`config.mk`:
```
export PLATFORM = sky130hd
export DESIGN_NAME = line_follow_speed_controller_unit
export DESIGN_NICKNAME = d
export VERILOG_FILES = /design/src/lfsc_pkg.sv /design/src/line_follow_speed_controller_unit.sv /design/src/lfsc_div.sv
export SDC_FILE = /design/constraint.sdc
export NUM_CORES = 1
export LEC_CHECK = 0
export BUFFER_PORTS_ARGS = -buffer_cell sky130_fd_sc_hd__buf_2
export CAP_MARGIN = 20
export CELL_PAD_IN_SITES_DETAIL_PLACEMENT = 0
export CELL_PAD_IN_SITES_GLOBAL_PLACEMENT = 1
export CORE_ASPECT_RATIO = 1.2
export CORE_MARGIN = 2
export CORE_UTILIZATION = 30
export DETAILED_ROUTE_END_ITERATION = 10
export GPL_TIMING_DRIVEN = 0
export PLACE_DENSITY = 0.65
export SLEW_MARGIN = 20
export SYNTH_ARGS = -nofsm -noshare
export SYNTH_HDL_FRONTEND = slang
export SYNTH_SLANG_ARGS = --single-unit
```
`constraint.sdc`:
```
create_clock -name clk -period 20.9 [get_ports clk]
set_clock_uncertainty 0.15 [all_clocks]
set_input_delay 2.09 -clock clk [delete_from_list [all_inputs] [get_ports clk]]
set_output_delay 2.09 -clock clk [all_outputs]
set_load 0.1 [all_outputs]
```
`src/lfsc_pkg.sv`:
```
`default_nettype none

package lfsc_pkg;

  localparam int DIV_W = 17;
  localparam int DVS_W = 9;
  localparam logic [4:0] DIV_STEPS = 5'd17;

  localparam logic [1:0] MS_HOLD   = 2'd0;
  localparam logic [1:0] MS_ACCEL  = 2'd1;
  localparam logic [1:0] MS_DECEL  = 2'd2;
  localparam logic [1:0] MS_URGENT = 2'd3;

  localparam logic [2:0] REG_LIGHT_LOW  = 3'd0;
  localparam logic [2:0] REG_LIGHT_HIGH = 3'd1;
  localparam logic [2:0] REG_LIGHT_MIN  = 3'd2;
  localparam logic [2:0] REG_LIGHT_MAX  = 3'd3;
  localparam logic [2:0] REG_DIST_URG   = 3'd4;
  localparam logic [2:0] REG_DIST_NEAR  = 3'd5;
  localparam logic [2:0] REG_DIST_FAR   = 3'd6;
  localparam logic [2:0] REG_SPEED_LIM  = 3'd7;

  typedef enum logic [3:0] {
    ST_IDLE,
    ST_DECODE,
    ST_QDIV,
    ST_LMUL,
    ST_LSCALE,
    ST_RMUL,
    ST_RSCALE,
    ST_DONE
  } state_t;

  typedef struct packed {
    logic             start;
    logic [DIV_W-1:0] dividend;
    logic [DVS_W-1:0] divisor;
  } div_req_t;

endpackage

`default_nettype wire

```
`src/line_follow_speed_controller_unit.sv`:
```
// Two-wheel line-following speed controller. Each item returns one result with the wheel
// drives, the motion state and the base speed. A distance item (mode 0), and a light item
// while holding or in urgent stop, goes from decode straight to the result. A light item
// while accelerating or decelerating also passes a multiply step and a scale step for the
// left wheel and then for the right wheel, and first waits on one bit-serial divider when
// the light is off track, the light span is at least 2 and the steering correction must
// be worked out. Each wheel drive is divided by 100 through a reciprocal multiplication.
// A new item is taken once the previous one has been handed to the output register; a
// result waits there until it is taken.
`default_nettype none

module line_follow_speed_controller_unit #(
  parameter int RAMP_STEP          = 1,
  parameter int MIN_FORWARD_SPEED  = 20,
  parameter int MIN_BACKWARD_SPEED = -20
) (
  input  logic              clk,
  input  logic              rst,
  input  logic              psel,
  input  logic              penable,
  input  logic              pwrite,
  input  logic [4:0]        paddr,
  input  logic [31:0]       pwdata,
  output logic [31:0]       prdata,
  output logic              pready,
  input  logic              sample_valid,
  output logic              sample_stall,
  input  logic              mode,
  input  logic [9:0]        light,
  input  logic [7:0]        distance,
  output logic              result_valid,
  input  logic              result_stall,
  output logic signed [7:0] left_drive,
  output logic signed [7:0] right_drive,
  output logic [1:0]        motion_state,
  output logic signed [7:0] speed_now
);
  import lfsc_pkg::*;

  localparam logic signed [8:0] STEP9 = 9'(RAMP_STEP);
  localparam logic signed [8:0] MINF9 = 9'(MIN_FORWARD_SPEED);
  localparam logic signed [8:0] MINB9 = 9'(MIN_BACKWARD_SPEED);
  // Scaling by 2^24/100, rounded up, is exact for every product up to 100000.
  localparam logic [17:0]       RECIP100 = 18'd167773;

  function automatic logic signed [10:0] sat_factor(input logic signed [18:0] v);
    if (v > 19'sd1000) begin
      return 11'sd1000;
    end else if (v < -19'sd1000) begin
      return -11'sd1000;
    end else begin
      return v[10:0];
    end
  endfunction

  logic [9:0] cfg_light_low, cfg_light_high, cfg_light_min, cfg_light_max;
  logic [7:0] cfg_dist_urg, cfg_dist_near, cfg_dist_far;
  logic [6:0] cfg_speed_lim;

  state_t state, state_next;

  logic        s_mode;
  logic [9:0]  s_light;
  logic [7:0]  s_dist;

  logic [1:0]        held_state;
  logic signed [7:0] held_speed, held_left, held_right;
  logic [1:0]        res_state;
  logic signed [7:0] res_speed, res_left, res_right;
  logic signed [7:0] res_speed_next, res_left_next, res_right_next;
  logic signed [10:0] fl, fr;
  logic              negd;
  logic [DIV_W-1:0]  prod;
  logic              prod_neg;

  div_req_t          div_req;
  logic              div_done;
  logic [DIV_W-1:0]  quot;

  logic              cfg_wr;
  logic              accept;
  logic              commit;

  logic [6:0]        lim7;
  logic signed [8:0] lim9, speed9, up, up_c, up_f, dn, dn_c, dn_f;
  logic [1:0]        dist_state;
  logic signed [10:0] span, d, d_neg;
  logic [10:0]       mid_sum;
  logic [9:0]        mid, d_mag;
  logic [DVS_W-1:0]  half;
  logic              steer;
  logic [DIV_W-1:0]  q_dividend;
  logic signed [18:0] qs, fl_w, fr_w;
  logic signed [10:0] f_sel, f_neg;
  logic [9:0]        f_mag;
  logic signed [7:0] spd_neg;
  logic [6:0]        spd_mag;
  logic [DIV_W-1:0]  prod_w;
  logic [34:0]       scaled;
  logic [10:0]       drv_quot;
  logic [6:0]        drv_mag;
  logic signed [7:0] drv;

  lfsc_div u_div (
    .clk  (clk),
    .rst  (rst),
    .req  (div_req),
    .done (div_done),
    .quot (quot)
  );

  assign pready       = 1'b1;
  assign cfg_wr       = psel && penable && pwrite && pready;
  assign sample_stall = (state != ST_IDLE);
  assign accept       = sample_valid && !sample_stall;
  assign commit       = (state == ST_DONE) && (!result_valid || !result_stall);

  assign left_drive   = held_left;
  assign right_drive  = held_right;
  assign motion_state = held_state;
  assign speed_now    = held_speed;

  always_comb begin
    unique case (paddr[4:2])
      REG_LIGHT_LOW:  prdata = {22'd0, cfg_light_low};
      REG_LIGHT_HIGH: prdata = {22'd0, cfg_light_high};
      REG_LIGHT_MIN:  prdata = {22'd0, cfg_light_min};
      REG_LIGHT_MAX:  prdata = {22'd0, cfg_light_max};
      REG_DIST_URG:   prdata = {24'd0, cfg_dist_urg};
      REG_DIST_NEAR:  prdata = {24'd0, cfg_dist_near};
      REG_DIST_FAR:   prdata = {24'd0, cfg_dist_far};
      REG_SPEED_LIM:  prdata = {25'd0, cfg_speed_lim};
      default:        prdata = '0;
    endcase
  end

  always_comb begin
    lim7   = (cfg_speed_lim > 7'd100) ? 7'd100 : cfg_speed_lim;
    lim9   = signed'({2'b00, lim7});
    speed9 = {held_speed[7], held_speed};
    up     = speed9 + STEP9;
    up_c   = (up >= lim9) ? lim9 : up;
    up_f   = (up_c < MINF9 && up_c >= MINB9) ? MINF9 : up_c;
    dn     = speed9 - STEP9;
    dn_c   = (dn <= -lim9) ? -lim9 : dn;
    dn_f   = (dn_c <= MINF9 && dn_c > MINB9) ? MINB9 : dn_c;

    res_speed_next = held_speed;
    res_left_next  = held_left;
    res_right_next = held_right;
    if (s_mode) begin
      unique case (held_state)
        MS_ACCEL:  res_speed_next = up_f[7:0];
        MS_DECEL:  res_speed_next = dn_f[7:0];
        MS_URGENT: begin
          res_speed_next = -8'sd30;
          res_left_next  = -8'sd30;
          res_right_next = -8'sd30;
        end
        default: ;
      endcase
    end

    if (s_dist < cfg_dist_urg) begin
      dist_state = MS_URGENT;
    end else if (s_dist < cfg_dist_near) begin
      dist_state = MS_DECEL;
    end else if (s_dist > cfg_dist_far) begin
      dist_state = MS_ACCEL;
    end else begin
      dist_state = MS_HOLD;
    end

    span       = signed'({1'b0, cfg_light_max}) - signed'({1'b0, cfg_light_min});
    mid_sum    = {1'b0, cfg_light_min} + {1'b0, cfg_light_max};
    mid        = mid_sum[10:1];
    half       = span[9:1];
    d          = signed'({1'b0, s_light}) - signed'({1'b0, mid});
    d_neg      = -d;
    d_mag      = d[10] ? d_neg[9:0] : d[9:0];
    q_dividend = 17'(d_mag) * 17'd100;
    steer      = (span >= 11'sd2) && (s_light < cfg_light_low || s_light > cfg_light_high);

    qs   = negd ? -signed'({2'b00, quot}) : signed'({2'b00, quot});
    fl_w = 19'sd100 - qs;
    fr_w = 19'sd100 + qs;

    f_sel   = (state == ST_LMUL) ? fl : fr;
    f_neg   = -f_sel;
    f_mag   = f_sel[10] ? f_neg[9:0] : f_sel[9:0];
    spd_neg = -res_speed;
    spd_mag = res_speed[7] ? spd_neg[6:0] : res_speed[6:0];
    prod_w  = 17'(spd_mag) * 17'(f_mag);

    scaled   = 35'(prod) * 35'(RECIP100);
    drv_quot = scaled[34:24];
    drv_mag  = (drv_quot > 11'd100) ? 7'd100 : drv_quot[6:0];
    drv      = prod_neg ? -signed'({1'b0, drv_mag}) : signed'({1'b0, drv_mag});
  end

  always_comb begin
    state_next       = state;
    div_req.start    = 1'b0;
    div_req.dividend = q_dividend;
    div_req.divisor  = half;
    unique case (state)
      ST_IDLE: begin
        if (sample_valid) begin
          state_next = ST_DECODE;
        end
      end
      ST_DECODE: begin
        if (!s_mode || held_state == MS_HOLD || held_state == MS_URGENT) begin
          state_next = ST_DONE;
        end else if (steer) begin
          div_req.start = 1'b1;
          state_next    = ST_QDIV;
        end else begin
          state_next = ST_LMUL;
        end
      end
      ST_QDIV: begin
        if (div_done) begin
          state_next = ST_LMUL;
        end
      end
      ST_LMUL:   state_next = ST_LSCALE;
      ST_LSCALE: state_next = ST_RMUL;
      ST_RMUL:   state_next = ST_RSCALE;
      ST_RSCALE: state_next = ST_DONE;
      ST_DONE: begin
        if (commit) begin
          state_next = ST_IDLE;
        end
      end
      default: state_next = ST_IDLE;
    endcase
  end

  always_ff @(posedge clk) begin
    if (rst) begin
      state          <= ST_IDLE;
      result_valid   <= 1'b0;
      held_state     <= MS_HOLD;
      held_speed     <= '0;
      held_left      <= '0;
      held_right     <= '0;
      cfg_light_low  <= 10'd400;
      cfg_light_high <= 10'd500;
      cfg_light_min  <= 10'd300;
      cfg_light_max  <= 10'd600;
      cfg_dist_urg   <= 8'd15;
      cfg_dist_near  <= 8'd30;
      cfg_dist_far   <= 8'd50;
      cfg_speed_lim  <= 7'd80;
    end else begin
      state <= state_next;
      if (commit) begin
        result_valid <= 1'b1;
        held_state   <= res_state;
        held_speed   <= res_speed;
        held_left    <= res_left;
        held_right   <= res_right;
      end else if (!result_stall) begin
        result_valid <= 1'b0;
      end
      if (cfg_wr) begin
        unique case (paddr[4:2])
          REG_LIGHT_LOW:  cfg_light_low  <= pwdata[9:0];
          REG_LIGHT_HIGH: cfg_light_high <= pwdata[9:0];
          REG_LIGHT_MIN:  cfg_light_min  <= pwdata[9:0];
          REG_LIGHT_MAX:  cfg_light_max  <= pwdata[9:0];
          REG_DIST_URG:   cfg_dist_urg   <= pwdata[7:0];
          REG_DIST_NEAR:  cfg_dist_near  <= pwdata[7:0];
          REG_DIST_FAR:   cfg_dist_far   <= pwdata[7:0];
          REG_SPEED_LIM:  cfg_speed_lim  <= pwdata[6:0];
          default: ;
        endcase
      end
    end
  end

  always_ff @(posedge clk) begin
    if (accept) begin
      s_mode  <= mode;
      s_light <= light;
      s_dist  <= distance;
    end
    if (state == ST_DECODE) begin
      res_state <= s_mode ? held_state : dist_state;
      res_speed <= res_speed_next;
      res_left  <= res_left_next;
      res_right <= res_right_next;
      fl        <= 11'sd100;
      fr        <= 11'sd100;
      negd      <= d[10];
    end
    if (state == ST_QDIV && div_done) begin
      fl <= sat_factor(fl_w);
      fr <= sat_factor(fr_w);
    end
    if (state == ST_LMUL || state == ST_RMUL) begin
      prod     <= prod_w;
      prod_neg <= res_speed[7] ^ f_sel[10];
    end
    if (state == ST_LSCALE) begin
      res_left <= drv;
    end
    if (state == ST_RSCALE) begin
      res_right <= drv;
    end
  end

  a_done_when_waiting: assert property (@(posedge clk) disable iff (rst)
    div_done |-> (state == ST_QDIV))
    else $error("divider finished outside a waiting state");

  a_result_from_done: assert property (@(posedge clk) disable iff (rst)
    $rose(result_valid) |-> $past(state) == ST_DONE)
    else $error("result raised without a finished item");

  a_drive_range: assert property (@(posedge clk) disable iff (rst)
    (left_drive >= -8'sd100 && left_drive <= 8'sd100 &&
     right_drive >= -8'sd100 && right_drive <= 8'sd100))
    else $error("wheel drive out of range");

  a_held_while_busy: assert property (@(posedge clk) disable iff (rst)
    (state != ST_DONE) |=> $stable(speed_now) && $stable(motion_state))
    else $error("held state changed without a commit");

endmodule

`default_nettype wire

```
`src/lfsc_div.sv`:
```
`default_nettype none

module lfsc_div (
  input  logic                    clk,
  input  logic                    rst,
  input  lfsc_pkg::div_req_t      req,
  output logic                    done,
  output logic [lfsc_pkg::DIV_W-1:0] quot
);
  import lfsc_pkg::*;

  logic [4:0]       count;
  logic [DVS_W-1:0] rem;
  logic [DVS_W-1:0] dvs;
  logic [DIV_W-1:0] quo;
  logic [DVS_W:0]   trial;
  logic [DVS_W:0]   diff;
  logic             fits;

  always_comb begin
    trial = {rem, quo[DIV_W-1]};
    diff  = trial - {1'b0, dvs};
    fits  = (trial >= {1'b0, dvs});
  end

  always_ff @(posedge clk) begin
    if (rst) begin
      count <= '0;
      done  <= 1'b0;
    end else begin
      done <= !req.start && (count == 5'd1);
      if (req.start) begin
        count <= DIV_STEPS;
      end else if (count != 5'd0) begin
        count <= count - 5'd1;
      end
    end
  end

  always_ff @(posedge clk) begin
    if (req.start) begin
      rem <= '0;
      dvs <= req.divisor;
      quo <= req.dividend;
    end else if (count != 5'd0) begin
      rem <= fits ? diff[DVS_W-1:0] : trial[DVS_W-1:0];
      quo <= {quo[DIV_W-2:0], fits};
    end
  end

  assign quot = quo;

endmodule

`default_nettype wire

```
### Yosys cells after proc, flatten, opt, wreduce, memory -nomap -nowiden

Index checks and enable logic that the tools add are counted.

* add/subtract/negate cells: 15
* multipliers: 3
* $lt $le $gt $ge: 19
* equal/unequal tests: 22
* muxes and demuxes: 50
* bitwise logic cells: 1
* reduce and logical (&&, ||, !) cells: 38

Operator list (number)
* one-hot mux 32 bit (8 select lines): 1
* two-way mux 8 bit: 12
* two-way mux 11 bit: 8
* > comparator 19 x 11 -> 1 bit, second input constant: 2
* < comparator 19 x 11 -> 1 bit, second input constant: 2
* multiplier 17 x 18 -> 35 bit, second input constant: 1
* two-way mux 17 bit: 2
* one-hot mux 4 bit (8 select lines): 1
* two-way mux 9 bit: 3
* one-hot mux 8 bit (3 select lines): 1
* subtractor 10 x 10 -> 11 bit: 2
* two-way mux 7 bit: 3
* two-way mux 10 bit: 2
* negator 10 bit: 2
* adder 8 x 19 -> 19 bit, first input constant: 1
* two-way mux 19 bit: 1
* negator 17 -> 19 bit: 1
* subtractor 8 x 19 -> 19 bit, first input constant: 1
* multiplier 7 x 10 -> 17 bit: 1
* equality test 4 x 3 -> 1 bit, second input constant: 4
* < comparator 8 bit: 2
* AND reduction 2 bit: 8
* multiplier 10 x 5 -> 15 bit, second input constant: 1
* equality test 3 bit, second input constant: 4
* other kinds (47): 82

* register bits after elaboration: 229
* output and inout port bits: 61

### Depth between registers and ports, before layout

* depth in word-level cells: 10
* mapped depth: 33

### Modules after synthesis

Synthesis repeated with hierarchy kept, for this count alone.

* cells, all modules: 2777
* area total of the unflattened synthesis: 24467.2 um^2

By module, submodules not included
* line_follow_speed_controller_unit: instances 1, cells an instance 2595, area an instance 22313.9 um^2
* lfsc_div: instances 1, cells an instance 182, area an instance 2153.3 um^2

### Worst setup path after synthesis

OpenSTA, ideal clock, no wires.

* path kind: register -> register
* start: register prod[15]
* end: register res_right[4] (data pin)
* library setup time: 0.261 ns
* arrival time: 7.218 ns
* slack: 13.271 ns
* cell stages (with the launch flop): 24
* buffers on the path: 0
* clock period less this slack: 7.629 ns
* cell sequence: edfxtp_1 -> fa_1 -> fa_1 -> fa_1 -> fa_1 -> fa_1 -> inv_1 -> fa_1 -> inv_1 -> ha_1 -> nand4_1 -> nor3_1 -> a31o_2 -> a211oi_1 -> o31ai_1 -> xnor2_1 -> a311oi_1 -> nor3_1 -> nand2_1 -> ha_1 -> nand3_1 -> nor2_1 -> a22o_1 -> a311o_1

* word-level cells in the longest chain between the ends: 6

RTL lines
* start: declaration: line line_follow_speed_controller_unit.sv:73 `logic [DIV_W-1:0] prod;`
* start signal: assignment: line line_follow_speed_controller_unit.sv:303 `prod <= prod_w;`
* multiplier 17 x 18 -> 35 bit (*): line line_follow_speed_controller_unit.sv:195 `scaled = 35'(prod) * 35'(RECIP100);`
* > comparator 11 x 7 -> 1 bit: line line_follow_speed_controller_unit.sv:197 `drv_mag = (drv_quot > 11'd100) ? 7'd100 : drv_quot[6:0];`
* two-way mux 7 bit (*): line line_follow_speed_controller_unit.sv:197
* negator 7 -> 8 bit: line line_follow_speed_controller_unit.sv:198 `drv = prod_neg ? -signed'({1'b0, drv_mag}) : signed'({1'b0, drv_mag});`
* two-way mux 8 bit (*): line line_follow_speed_controller_unit.sv:198
* two-way mux 8 bit (*): line line_follow_speed_controller_unit.sv:309 `if (state == ST_RSCALE) begin`
* end signal: assignment: line line_follow_speed_controller_unit.sv:293 `res_right <= res_right_next;`
* end signal: assignment: line line_follow_speed_controller_unit.sv:310 `res_right <= drv;`
* end: declaration: line line_follow_speed_controller_unit.sv:69 `logic signed [7:0] res_speed, res_left, res_right;`

Mark *: on every way between the ends. The rest lies on a longest branch, timed or not.
A chain may end at the register's enable or synchronous reset.

### Worst setup path after layout

* start: register prod[6]
* end: register res_right[4] (data pin)

The elaborated chain is that of the path after synthesis.

==> metrics.md <==
| Metric | Value |
|---|---|
| Status | `complete, no violations` |
| Tmin final | `9.15 ns` |
| DRT iter0 DRCs | `1084` |
| Number of global-route vias before repair | `19700` |
| Mapped Avg Cell Area | `8.84 µm²` |
| CP Class | `reg2reg` |
| Clk_lat worst skew | `0.59 ns` |
| Detailed Routing Iterations Pass 1 | `5` |
| Vias | `19200` |
| WL/cell | `17.3 µm` |
| Vias per inst | `4.86` |
| Worst Hold Class | `reg2reg` |
| Root Buffer | `clkbuf_16` |
| Worst setup SP type | `flip-flop` |
| Antenna cells | `0` |
| CTS tree | `yes` |
| Post-synth top flop | `dfxtp_1` |
| Synth top area share | `0.166` |
| Total die area | `83700 µm²` |
| Final Hold Violating Endpoints | `0` |
| Synth Instances | `2763` |
| Area growth, synth to finish | `10.7%` |
| Relative slew slack | `0.250` |
| Mapped cell area | `24400 µm²` |
| PortBufs | `68` |
| Total Routing Usage GR | `0.164` |
| FFs w/ async S/R, synth | `0` |
| CP Max Fanout | `9` |
| Placement row count | `114` |
| Placed wire-length estimate | `56.5 mm` |
| CTS Buffer Depth | `3` |
| I/O Pins | `124` |
| Slew Limit Fails | `0` |
| RSZ-0062 raised after global routing | `false` |
| Die X | `264 µm` |
| Clock sink count | `228` |
| Largest net degree at the start of global routing | `23` |
| First-pass GRT wire length | `109 mm` |
| Die height | `317 µm` |
| Antenna-violating nets left | `0` |
| Initial antenna violation count | `1` |
| EDFF count, synth | `110` |
| Critical path arrival | `9.34 ns` |
| Max-cap violations | `0` |
| Worst-margin pin slew | `1.12 ns` |
| Post-synthesis sequential area ratio | `0.232` |
| Unique masters post-synth | `94` |
| Hold-fix buffers, CTS | `0` |
| Synth area leaders | `ha_1, edfxtp_1, fa_1` |
| Initial core utilization | `0.303` |
| Share of layout cells above drive strength 1 | `0.0689` |
| Most common cell after layout, fill and taps aside | `inv_1` |
| Final Setup Violations | `0` |
| #FFs+latches synth | `228` |
| Total Neg Setup Slack | `0 ns` |
| Synth Warn # | `0` |
| DRC viols | `0` |
| CTS buffer count | `27` |
| H-tree depth | `1` |
| Total congestion overflow | `0` |
| Post-CTS resize count | `0` |
| DRT Wirelength | `68.4 mm` |
| Final RePlAce weighted congestion | `0.848` |
| Worst-path clk slew | `0.06 ns` |
| CP Capture Type | `flip-flop` |
| Cell taking the most area after synthesis | `ha_1` |
| Critical Path RT | `21.09 ns` |
| Max frequency | `109 MHz` |
| Setup Buffers After CTS | `0` |
| Most frequent cells in the layout | `inv_1, ha_1, nand2_1` |
| Filler cells | `8466` |
| Total Nets Final | `3423` |
| Final Cycle Share | `0.438` |
| Core Area | `80600 µm²` |
## cells by family after synthesis
group                      synth area share
AOI/OAI and AO/OA                     0.157
xor gates and xnor gates             0.0502
adders and majority gates             0.293
buffers and inverters                0.0843
DFF                                   0.232
muxes                                0.0391
other                              0.000308
and+or+nand+nor                       0.144
## cells in the mapped netlist (14+ instances only)
cell      instances
nand2b_1         24
nor2_1          201
o211ai_1         20
buf_4            23
ha_1            323
a21o_1           41
o21ai_0          94
clkbuf_1         81
nand2_1         251
dfxtp_1         118
o31ai_1          21
fa_1            155
nor3_1           57
nor3b_1          14
and2_1           26
a21oi_1         154
o21bai_1         21
a21boi_0         18
nor2b_1          35
xnor2_1         101
nand4_1          25
inv_1           394
mux2i_1          74
xor2_1           34
nand3_1          40
a211oi_1         21
a211o_1          36
o21a_1           15
edfxtp_1        110
and3_1           14
or3_1            14
## registers in the layout (all words and copies together) (netlist names), 9 cells and up
| register | count |
|---|---|
| fl | 11 |
| u_div.rem | 9 |
| s_light | 10 |
| u_div.quot | 17 |
| prod | 17 |
| cfg_light_high | 10 |
| cfg_light_max | 10 |
| cfg_light_low | 10 |
| u_div.dvs | 9 |
| fr | 11 |
| cfg_light_min | 10 |
## path summary, 6_finish.rpt
kind	from	end	slack, ns	cells after the start
setup / recovery	prod[6]	res_right[4]	11.75	25
hold / removal	left_drive[4]	left_drive[4]	0.32	2
setup reg to reg	prod[6]	res_right[4]	11.75	25
hold reg to reg	left_drive[4]	left_drive[4]	0.32	2
## stage by stage
stage / utilization / worst slack [ns] / std cells / cell area, µm² / hold slack (ns)
5_1_grt: 0.335 / 11.30 / 3947 / 27000 / 0.338
3_3_place_gp: 0.324 / 11.75 / 3896 / 26100 / 0.306
3_5_place_dp: 0.325 / 11.83 / 3897 / 26200 / 0.307
4_1_cts: 0.335 / 11.75 / 3947 / 27000 / 0.318
2_1_floorplan: - / 13.27 / 2784 / 24500 / 0.296
6_report: 0.335 / 11.75 / 3947 / 27000 / 0.315
## cell type report
| cell class | instances | area, µm² | area share |
|---|---|---|---|
| Clock buffer | 37 | 746 | 0.0276 |
| Timing Repair Buffer | 69 | 368 | 0.0136 |
| Inverter | 396 | 1490 | 0.0550 |
| Multi-Input combinational cell | 2037 | 16800 | 0.621 |
| Sequential cell | 228 | 5670 | 0.210 |
| Clock inverter | 13 | 114 | 0.00421 |
| Buffer | 123 | 572 | 0.0211 |
| Tap cell | 1044 | 1310 | 0.0483 |
## layer usage
layer,global-route usage,part of all wire
met1,0.194,0.42
met2,0.305,0.51
met3,0.0236,0.041
met4,0.0460,0.025
met5,0,0.00019
## critical path: stages, from the launching register on
cell	delay (ns)
edfxtp_1	0.67
inv_1	0.21
fa_1	0.46
fa_1	0.50
fa_1	0.52
inv_1	0.05
fa_1	0.48
fa_1	0.55
inv_1	0.06
fa_1	0.58
inv_1	0.05
ha_1	0.33
nand4_1	0.19
nor3_1	0.11
a31o_2	0.26
a211oi_1	0.72
o31ai_1	0.21
xnor2_1	0.57
a311oi_1	0.23
nor3_1	0.72
nand2_1	0.27
ha_1	0.30
nand3_1	0.10
nor2_1	0.07
a22o_1	0.21
a311o_1	0.31
Power is not shown: default switching activity piles up to over one toggle a cycle in this logic, so the estimate is an artifact.
